===== src/cdt_pkg.sv =====
// Package for the countdown timer: transaction types, character codes, BCD helpers.
`timescale 1ns / 1ps

package cdt_pkg;

  // Configuration register indexes
  localparam logic CFG_TICKS_PER_SECOND = 1'b0;
  localparam logic CFG_BEEP_PERIOD      = 1'b1;

  localparam logic [23:0] TPS_RESET  = 24'd1000000;
  localparam logic [15:0] BEEP_RESET = 16'd5000;
  localparam logic [23:0] TICK_MAX   = 24'hFFFFFF;

  // Item kinds
  localparam logic KIND_CHAR = 1'b0;
  localparam logic KIND_TICK = 1'b1;

  // Character codes
  localparam logic [7:0] CHR_ZERO  = 8'd48;
  localparam logic [7:0] CHR_NINE  = 8'd57;
  localparam logic [7:0] CHR_ENTER = 8'd13;
  localparam logic [7:0] CHR_BKSP  = 8'd127;

  // Count after reset, as four BCD digits
  localparam logic [15:0] COUNT_RESET_BCD = 16'h9999;

  typedef struct packed {
    logic       kind;
    logic [7:0] rx_char;
    logic       key_held;
  } in_t;

  typedef struct packed {
    logic [13:0] count_value;
    logic [15:0] seg_thousands;
    logic [15:0] seg_hundreds;
    logic [15:0] seg_tens;
    logic [15:0] seg_units;
    logic        beep_pulse;
    logic        save_request;
    logic [13:0] pending_value;
    logic [2:0]  pending_digits;
  } out_t;

  // Seven-segment pattern word of one decimal digit
  function automatic logic [15:0] seg_of(input logic [3:0] d);
    logic [15:0] s;
    case (d)
      4'd0:    s = 16'b0101100010011000;
      4'd1:    s = 16'b0100000010000000;
      4'd2:    s = 16'b1001100010001000;
      4'd3:    s = 16'b1101000010001000;
      4'd4:    s = 16'b1100000010010000;
      4'd5:    s = 16'b1101000000011000;
      4'd6:    s = 16'b1101100000011000;
      4'd7:    s = 16'b0100000010001000;
      4'd8:    s = 16'b1101100010011000;
      4'd9:    s = 16'b1101000010011000;
      default: s = 16'b0101100010011000;
    endcase
    return s;
  endfunction

  // Four BCD digits to binary
  function automatic logic [13:0] bcd_to_bin(input logic [15:0] b);
    logic [13:0] v;
    v = 14'(b[15:12]) * 14'd1000 + 14'(b[11:8]) * 14'd100
      + 14'(b[7:4]) * 14'd10 + 14'(b[3:0]);
    return v;
  endfunction

  // Decrement four BCD digits by one; caller keeps the value nonzero
  function automatic logic [15:0] bcd_dec(input logic [15:0] b);
    logic [15:0] r;
    logic        borrow;
    r      = b;
    borrow = 1'b1;
    for (int i = 0; i < 4; i++) begin
      if (borrow) begin
        if (b[i*4 +: 4] == 4'd0) begin
          r[i*4 +: 4] = 4'd9;
        end else begin
          r[i*4 +: 4] = b[i*4 +: 4] - 4'd1;
          borrow      = 1'b0;
        end
      end
    end
    return r;
  endfunction

endpackage


===== src/countdown_timer_with_digit_entry_top.sv =====
// Countdown timer with serial digit entry, tick timebase, alarm beep and segment words.
//
//   channel | signals                        | direction | notes
//   --------+--------------------------------+-----------+-------------------------------
//   in      | in_valid, in_ready, in_data    | input     | character or tick transaction
//   out     | out_valid, out_ready, out_data | output    | one result per input
//   cfg     | cfg_we, cfg_index, cfg_data    | input     | 0 ticks_per_second, 1 beep_period
//
// One transaction per cycle sustained while out_ready stays high; an input passes the input
// register, then the state update and result register in one pass.
// Reset (rst_n low, synchronous) empties both registers, restores the configuration
// defaults and sets the count to 9999.
// A stalled result holds out_data; in_ready drops only when both registers are full
// and out_ready is low.
`timescale 1ns / 1ps

module countdown_timer_with_digit_entry_top (
  input  logic          clk,
  input  logic          rst_n,
  input  logic          in_valid,
  output logic          in_ready,
  input  cdt_pkg::in_t  in_data,
  output logic          out_valid,
  input  logic          out_ready,
  output cdt_pkg::out_t out_data,
  input  logic          cfg_we,
  input  logic          cfg_index,
  input  logic [23:0]   cfg_data
);

  // Configuration
  logic [23:0] tps_r;
  logic [15:0] beep_period_r;

  // Timer state; count and entry are kept as BCD digits
  logic [15:0] count_bcd_r, count_bcd_nxt;
  logic [23:0] tick_r, tick_nxt;
  logic [15:0] phase_r, phase_nxt;
  logic [15:0] entry_bcd_r, entry_bcd_nxt;
  logic [2:0]  entry_digits_r, entry_digits_nxt;
  logic        armed_r, armed_nxt;

  // Pipeline registers
  cdt_pkg::in_t  in_r;
  logic          in_v_r;
  cdt_pkg::out_t out_r, out_nxt;
  logic          out_v_r;

  logic out_free;
  logic fire;
  logic beep, save;
  logic [23:0] tick_inc;
  logic [15:0] phase_inc;

  assign out_free  = !out_v_r || out_ready;
  assign fire      = in_v_r && out_free;
  assign in_ready  = !in_v_r || out_free;
  assign out_valid = out_v_r;
  assign out_data  = out_r;

  // Configuration writes
  always_ff @(posedge clk) begin
    if (!rst_n) begin
      tps_r         <= cdt_pkg::TPS_RESET;
      beep_period_r <= cdt_pkg::BEEP_RESET;
    end else if (cfg_we) begin
      case (cfg_index)
        cdt_pkg::CFG_TICKS_PER_SECOND: tps_r         <= cfg_data;
        cdt_pkg::CFG_BEEP_PERIOD:      beep_period_r <= cfg_data[15:0];
        default:                       tps_r         <= tps_r;
      endcase
    end
  end

  // Advance the timer state for the registered transaction
  always_comb begin
    count_bcd_nxt    = count_bcd_r;
    tick_nxt         = tick_r;
    phase_nxt        = phase_r;
    entry_bcd_nxt    = entry_bcd_r;
    entry_digits_nxt = entry_digits_r;
    armed_nxt        = armed_r;
    beep             = 1'b0;
    save             = 1'b0;
    tick_inc         = (tick_r != cdt_pkg::TICK_MAX) ? tick_r + 24'd1 : tick_r;
    phase_inc        = phase_r + 16'd1;

    if (in_r.kind == cdt_pkg::KIND_CHAR) begin
      if (in_r.rx_char inside {[cdt_pkg::CHR_ZERO:cdt_pkg::CHR_NINE]}) begin
        // Append a digit while fewer than four are pending
        if (entry_digits_r < 3'd4) begin
          entry_bcd_nxt    = {entry_bcd_r[11:0], in_r.rx_char[3:0]};
          entry_digits_nxt = entry_digits_r + 3'd1;
        end
      end else if (in_r.rx_char == cdt_pkg::CHR_ENTER) begin
        // Load the count from the entry
        if (entry_digits_r != 3'd0) begin
          armed_nxt        = (entry_bcd_r == 16'h0000);
          tick_nxt         = 24'd0;
          phase_nxt        = 16'd0;
          count_bcd_nxt    = entry_bcd_r;
          entry_bcd_nxt    = 16'h0000;
          entry_digits_nxt = 3'd0;
        end
      end else if (in_r.rx_char == cdt_pkg::CHR_BKSP) begin
        // Drop the last typed digit
        if (entry_digits_r != 3'd0) begin
          entry_bcd_nxt    = {4'd0, entry_bcd_r[15:4]};
          entry_digits_nxt = entry_digits_r - 3'd1;
        end
      end
    end else begin
      tick_nxt  = tick_inc;
      phase_nxt = phase_inc;
      // Wrap the beep phase
      if (phase_inc >= beep_period_r) begin
        phase_nxt = 16'd0;
        beep      = armed_r && !in_r.key_held;
      end
      // Decrement once a second's worth of ticks has gone by
      if (tick_inc >= tps_r && count_bcd_r != 16'h0000) begin
        tick_nxt      = 24'd0;
        phase_nxt     = 16'd0;
        count_bcd_nxt = cdt_pkg::bcd_dec(count_bcd_r);
        save          = 1'b1;
        if (count_bcd_r == 16'h0001) begin
          armed_nxt = 1'b1;
        end
      end
    end
  end

  // Build the result from the updated state
  always_comb begin
    out_nxt.count_value    = cdt_pkg::bcd_to_bin(count_bcd_nxt);
    out_nxt.seg_thousands  = cdt_pkg::seg_of(count_bcd_nxt[15:12]);
    out_nxt.seg_hundreds   = cdt_pkg::seg_of(count_bcd_nxt[11:8]);
    out_nxt.seg_tens       = cdt_pkg::seg_of(count_bcd_nxt[7:4]);
    out_nxt.seg_units      = cdt_pkg::seg_of(count_bcd_nxt[3:0]);
    out_nxt.beep_pulse     = beep;
    out_nxt.save_request   = save;
    out_nxt.pending_value  = cdt_pkg::bcd_to_bin(entry_bcd_nxt);
    out_nxt.pending_digits = entry_digits_nxt;
  end

  // Hold state and pipeline control
  always_ff @(posedge clk) begin
    if (!rst_n) begin
      count_bcd_r    <= cdt_pkg::COUNT_RESET_BCD;
      tick_r         <= 24'd0;
      phase_r        <= 16'd0;
      entry_bcd_r    <= 16'h0000;
      entry_digits_r <= 3'd0;
      armed_r        <= 1'b0;
      in_v_r         <= 1'b0;
      out_v_r        <= 1'b0;
    end else begin
      if (fire) begin
        count_bcd_r    <= count_bcd_nxt;
        tick_r         <= tick_nxt;
        phase_r        <= phase_nxt;
        entry_bcd_r    <= entry_bcd_nxt;
        entry_digits_r <= entry_digits_nxt;
        armed_r        <= armed_nxt;
      end
      if (in_ready) begin
        in_v_r <= in_valid;
      end
      if (out_free) begin
        out_v_r <= in_v_r;
      end
    end
  end

  // Payload registers
  always_ff @(posedge clk) begin
    if (in_valid && in_ready) begin
      in_r <= in_data;
    end
    if (fire) begin
      out_r <= out_nxt;
    end
  end

endmodule

===== config.mk =====
export PLATFORM = sky130hd
export DESIGN_NAME = countdown_timer_with_digit_entry_top
export DESIGN_NICKNAME = d
export VERILOG_FILES = /design/src/cdt_pkg.sv /design/src/countdown_timer_with_digit_entry_top.sv
export SDC_FILE = /design/constraint.sdc
export NUM_CORES = 1
export LEC_CHECK = 0
export ABC_AREA = 1
export BUFFER_PORTS_ARGS = -buffer_cell sky130_fd_sc_hd__buf_4
export CAP_MARGIN = 10
export CORE_UTILIZATION = 30
export CTS_CLUSTER_SIZE = 28
export DETAILED_ROUTE_END_ITERATION = 10
export PLACE_DENSITY_LB_ADDON = 0.2
export SYNTH_ARGS = -nofsm -noshare
export SYNTH_HDL_FRONTEND = slang
export SYNTH_SLANG_ARGS = --single-unit

===== constraint.sdc =====
create_clock -name clk -period 6.7 [get_ports clk]
set_clock_uncertainty 0.1 [all_clocks]
set_input_delay 0.67 -clock clk [delete_from_list [all_inputs] [get_ports clk]]
set_output_delay 0.67 -clock clk [all_outputs]
set_load 0.02 [all_outputs]

## Yosys cells after proc, flatten, opt, wreduce, memory -nomap -nowiden

Memory sizes are Yosys's and may differ from the RTL's. A register that Yosys moved wholly into a read port is not among the register bits.
Cells that the tools add are included.

| cells by class | value |
|---|---|
| $add $sub $neg | 14 |
| $mul | 6 |
| order comparisons | 5 |
| equality and inequality tests | 7 |
| multiplexer cells | 56 |
| bitwise operators | 1 |
| reduce and logical (&&, ||, !) cells | 24 |

Operators with widths:

| operator | count |
|---|---|
| $mux W16 | 18 |
| $mux W24 | 6 |
| $add A14 B11 Y14 | 2 |
| $add A14 B4 Y14 | 2 |
| $add A14 B8 Y14 | 2 |
| $mux W4 | 7 |
| $add A24 B1 Y24 const B | 1 |
| $ge A24 B24 Y1 | 1 |
| $ne A24 B24 Y1 const B | 1 |
| $mul A4 B7 Y11 const B | 2 |
| $mux W3 | 7 |
| $mul A4 B5 Y9 const B | 2 |
| $mux W1 | 18 |
| $add A16 B1 Y16 const B | 1 |
| $eq A16 B1 Y1 const B | 1 |
| $ge A16 B16 Y1 | 1 |
| $logic_not A16 Y1 | 1 |
| $logic_not A4 Y1 | 4 |
| $reduce_bool A16 Y1 | 1 |
| $sub A4 B1 Y4 const B | 4 |
| $mul A4 B3 Y7 const B | 2 |
| $eq A8 B4 Y1 const B | 1 |
| $eq A8 B7 Y1 const B | 1 |
| $ge A8 B6 Y1 const B | 1 |
| 15 further kinds | 26 |

| storage, ports and cells | value |
|---|---|
| bits in registers | 225 |
| memory bits (read-only) | 448 |
| output and inout bits | 99 |
| word-level logic and storage cells | 139 |
| memories | 4 |

Memory list:

| name | depth | width | rd ports | clocked after Yosys merged registers in | write ports | line | text |
|---|---|---|---|---|---|---|---|
| (name not given) | 16 | 7 | 1 | 1 | 0 | cdt_pkg.sv:48 | `case (d)` |
| (name not given) | 16 | 7 | 1 | 1 | 0 | cdt_pkg.sv:48 |  |
| (name not given) | 16 | 7 | 1 | 1 | 0 | cdt_pkg.sv:48 |  |
| (name not given) | 16 | 7 | 1 | 1 | 0 | cdt_pkg.sv:48 |  |

## Depth between registers and ports, before layout

| depth | value |
|---|---|
| depth in word-level cells | 19 |
| depth in mapped cells | 49 |

## Least setup slack after synthesis

Ideal clock, no wire load.

| path | value |
|---|---|
| kind | register -> register |
| start point | register tick_r[1] |
| end point | register out_r, in the netlist out_data[96] (data pin) |
| library setup time | 0.254 ns |
| arrival | 6.708 ns |
| required time | 6.346 ns |
| slack | -0.362 ns |
| cell stages (with the launch flop) | 45 |
| period minus slack after synthesis | 7.062 ns |
| path through | dfxtp_1 > ha_1 > inv_1 > nor3_1 > nand2_1 > nor4_1 > nand2_1 > buf_2 > nand2_1 > ha_1 > nand2_1 > nor2_1 > nand2_1 > inv_1 > nand2_1 > nand3_1 > nor2_1 > nand2_2 > [... 9 more ...] > fa_1 > inv_1 > ha_1 > nand2_1 > o21ai_0 > xnor2_1 > inv_1 > ha_1 > ha_1 > ha_1 > a21oi_1 > o211ai_1 > a31oi_1 > inv_1 > nand3_1 > nand2_1 > nand2_1 > nand2_1 |

RTL lines:

| element | line | text |
|---|---|---|
| start: declaration | countdown_timer_with_digit_entry_top.sv:37 | `logic [23:0] tick_r, tick_nxt;` |
| start signal: assignment | countdown_timer_with_digit_entry_top.sv:160 | `tick_r <= tick_nxt;` |
| end signal: assignment | countdown_timer_with_digit_entry_top.sv:181 | `out_r <= out_nxt;` |
| end: declaration | countdown_timer_with_digit_entry_top.sv:46 | `cdt_pkg::out_t out_r, out_nxt;` |

==> run_results.csv <==
group,metric,value,unit
worst_setup_path,startpoint_type,"register",
clock_tree,cts_buffer_depth,2,
cells_and_area,layout_common_cells,"307 x nand2_1, 271 x inv_1, 256 x buf_4",
timing,setup_viol,2,
timing,finalCriticalPeriod,6.82,ns
route,vias_per_cell,4.61,
global_routing,grt_pass1_wl,58200,um
cells_and_area,fin_util,38.7,%
worst_setup_path,slowest_stage,"fa_2",
timing,worstMarginPinSlew,1.21,ns
place,dp.cells,2556,
flow_run,cap_violations,0,
cells_and_area,area_delta_synth_final,25.9,%
yosys,ys_types,60,
cells_and_area,nets,2248,
clock_tree,clk_latency,0.47,ns
worst_setup_path,rrSetupSlack,-0.12,ns
timing,fmax,0.147,GHz
worst_setup_path,setup.worst_path.end_class,"register",
pwr,vdd_drop_max,262,uV
die,row_count,78,
place,place.gp.congestion,0.856,
global_routing,grtUsageTotal,15.4,%
timing,post-route-worst-setup-slack,-0.119,ns
route,detail-route-antenna-nets,0,
worst_setup_path,worstPathArrival,6.94,ns
timing,finalHoldViolations,0,
route,drtPass1Iterations,5,
die,dieArea,47700,um^2
timing,slew_headroom,19.5,%
clock_tree,clk_pin_slew_worst_paths,0.08,ns
pwr,power_density,289,nW/um^2
global_routing,grt_remaining_overflow,0,
timing,period_share,102,%
clock_tree,cts_num_sinks,189,
yosys,synthFlopType,"dfxtp_1",
route,drc,0,
yosys,synth-edff-count,71,
clock_tree,cts_inserted_buffers,17,
cells_and_area,drive_gt1_share,23.4,%
route,drt-total-wl,36900,um
global_routing,antenna_found_initial,0,
worst_setup_path,cpPeakStageDelay,0.57,ns
worst_setup_path,critPathKind,"reg2reg",
clock_tree,cts_tree,"built",
clock_tree,cts_hold_buf,0,
global_routing,grt_max_degree,97,
pwr,p_total,5.11,mW
yosys,netlist_area,14100,um^2
die,io_pins,139,
clock_tree,htree_num_levels,4,
die,start_util,30.7,%
pwr,p_leak,8.21,nW
die,core,45800,um^2
worst_setup_path,crit_top_cell,"nand2_2",
timing,drv_slew,0,
route,vias,12100,
clock_tree,clockRootBuffer,"clkbuf_16",
yosys,yosysSeqAreaShare,32.0,%
run_status,status,"finished with violations",
route,drtIter0Drc,594,
die,die_width,218,um
yosys,syn_inst,1774,
global_routing,grt_pass1_vias,11700,
route,wl_per_cell,14.1,um
worst_setup_path,path_max_fanout,6,
yosys,synth-async-reset-ratio,0,%
yosys,yosysWarnings,0,
cells_and_area,mostFrequentLayoutCell,"nand2_1",
cells_and_area,final_cells,2618,
place,portBuffers,102,
die,die_y,218,um
cells_and_area,diodes,0,
place,place_hpwl,27900,um
timing,rsz0062_at_grt,"true",
timing,tns,-0.132,ns
worst_setup_path,critPathRequiredTime,6.82,ns
min_path,hp-class,"in2reg",
yosys,ys_ff_latch,189,
run_status,violations,"negative setup slack",
yosys,syn_avg_cell_area,7.93,um^2
cell families after synthesis:
logic type | share of synthesized area, %
simple gates | 18.0
buf+inv | 11.5
compound gates | 14.4
fa+ha+maj | 19.9
flops | 32.0
xor+xnor | 4.27
other cells | 0.0267
registers in the layout (all words and copies together), names as in the netlist:
name            count
in_r               10
armed_r             1
tps_r              24
tick_r             24
entry_bcd_r        16
out_valid           1
in_v_r              1
count_bcd_r        16
out_data           61
phase_r            16
beep_period_r      16
entry_digits_r      3
metrics by stage:
step                      hold slack, ns  instance area, um^2  worst slack [ns]
final                              0.270                17700            -0.119
after global routing               0.247                17700            -0.464
after CTS                          0.246                17200           0.00714
after detailed placement           0.356                16200            -0.477
after global placement             0.359                16200            -0.473
after floorplan                    0.335                14200            0.0632
power breakdown:
group | switching (mW) | total (mW) | internal, mW
clock | 0.500 | 1.01 | 0.515
sequential | 0.0465 | 1.44 | 1.39
combinational | 1.36 | 2.66 | 1.29
critical path: cells and delay by family (launching register included):
family / cells / cell delay [ns]
AOI/OAI and AO/OA: 3 / 0.44
xor gates and xnor gates: 2 / 0.34
adders and majority gates: 8 / 2.37
buffers and inverters: 8 / 0.64
DFF: 1 / 0.36
and+or+nand+nor: 24 / 2.25
routing by layer:
metal	GRT usage (%)	vias up	wire [um]
li1	-	6193	-
met3	2.77	41	1160
met2	26.9	166	18100
met1	19.3	5662	17100
met5	0	-	0
met4	4.34	0	571
synth_stat cells, types with 4 or more instances:
master    number  area (um^2)
a211oi_1       4         30.0
a21oi_1      173          866
a221o_1        6         60.1
buf_2          8         40.0
buf_4         37          278
buf_6          4         45.0
clkbuf_1      33          124
dfxtp_1      118         2360
edfxtp_1      71         2130
fa_1          34          681
ha_1         169         2110
inv_1        282         1060
inv_2         14         52.6
nand2_1      332         1250
nand2_2        9         56.3
nand3_1       53          265
nand4_1       20          125
nor2_1        89          334
nor2_2         9         56.3
nor2_4         7         78.8
nor3_1        19         95.1
nor4_1         8         50.1
o211ai_1      27          203
o21ai_0      116          581
o21ai_1        6         30.0
o21bai_1       4         30.0
o22ai_1        4         25.0
or2_2          6         37.5
xnor2_1       22          193
xor2_1        44          385
final timing paths:
kind                                       start               end  depth (start not counted)
worst min register to register  beep_period_r[1]  beep_period_r[1]                          2
worst max register to register         tick_r[0]      out_data[96]                         45
worst max-delay path                   tick_r[0]      out_data[96]                         45
worst min-delay path                  in_data[5]           in_r[5]                          1
final cells by class:
| class | count | area [um^2] |
|---|---|---|
| Clock inverter | 13 | 101 |
| Multi-Input combinational cell | 1239 | 8770 |
| Tap cell | 600 | 751 |
| Sequential cell | 189 | 4500 |
| Clock buffer | 19 | 464 |
| Fill cell | 4677 | 28100 |
| Timing Repair Buffer | 260 | 1970 |
| Inverter | 298 | 1130 |
repair_timing:
action	4_1_cts	5_1_grt
setup endpoints to repair	6	8
gates resized for setup	47	94
pin swaps	30	48
buffers inserted	15	15
Power figures use the tool's default switching activity.
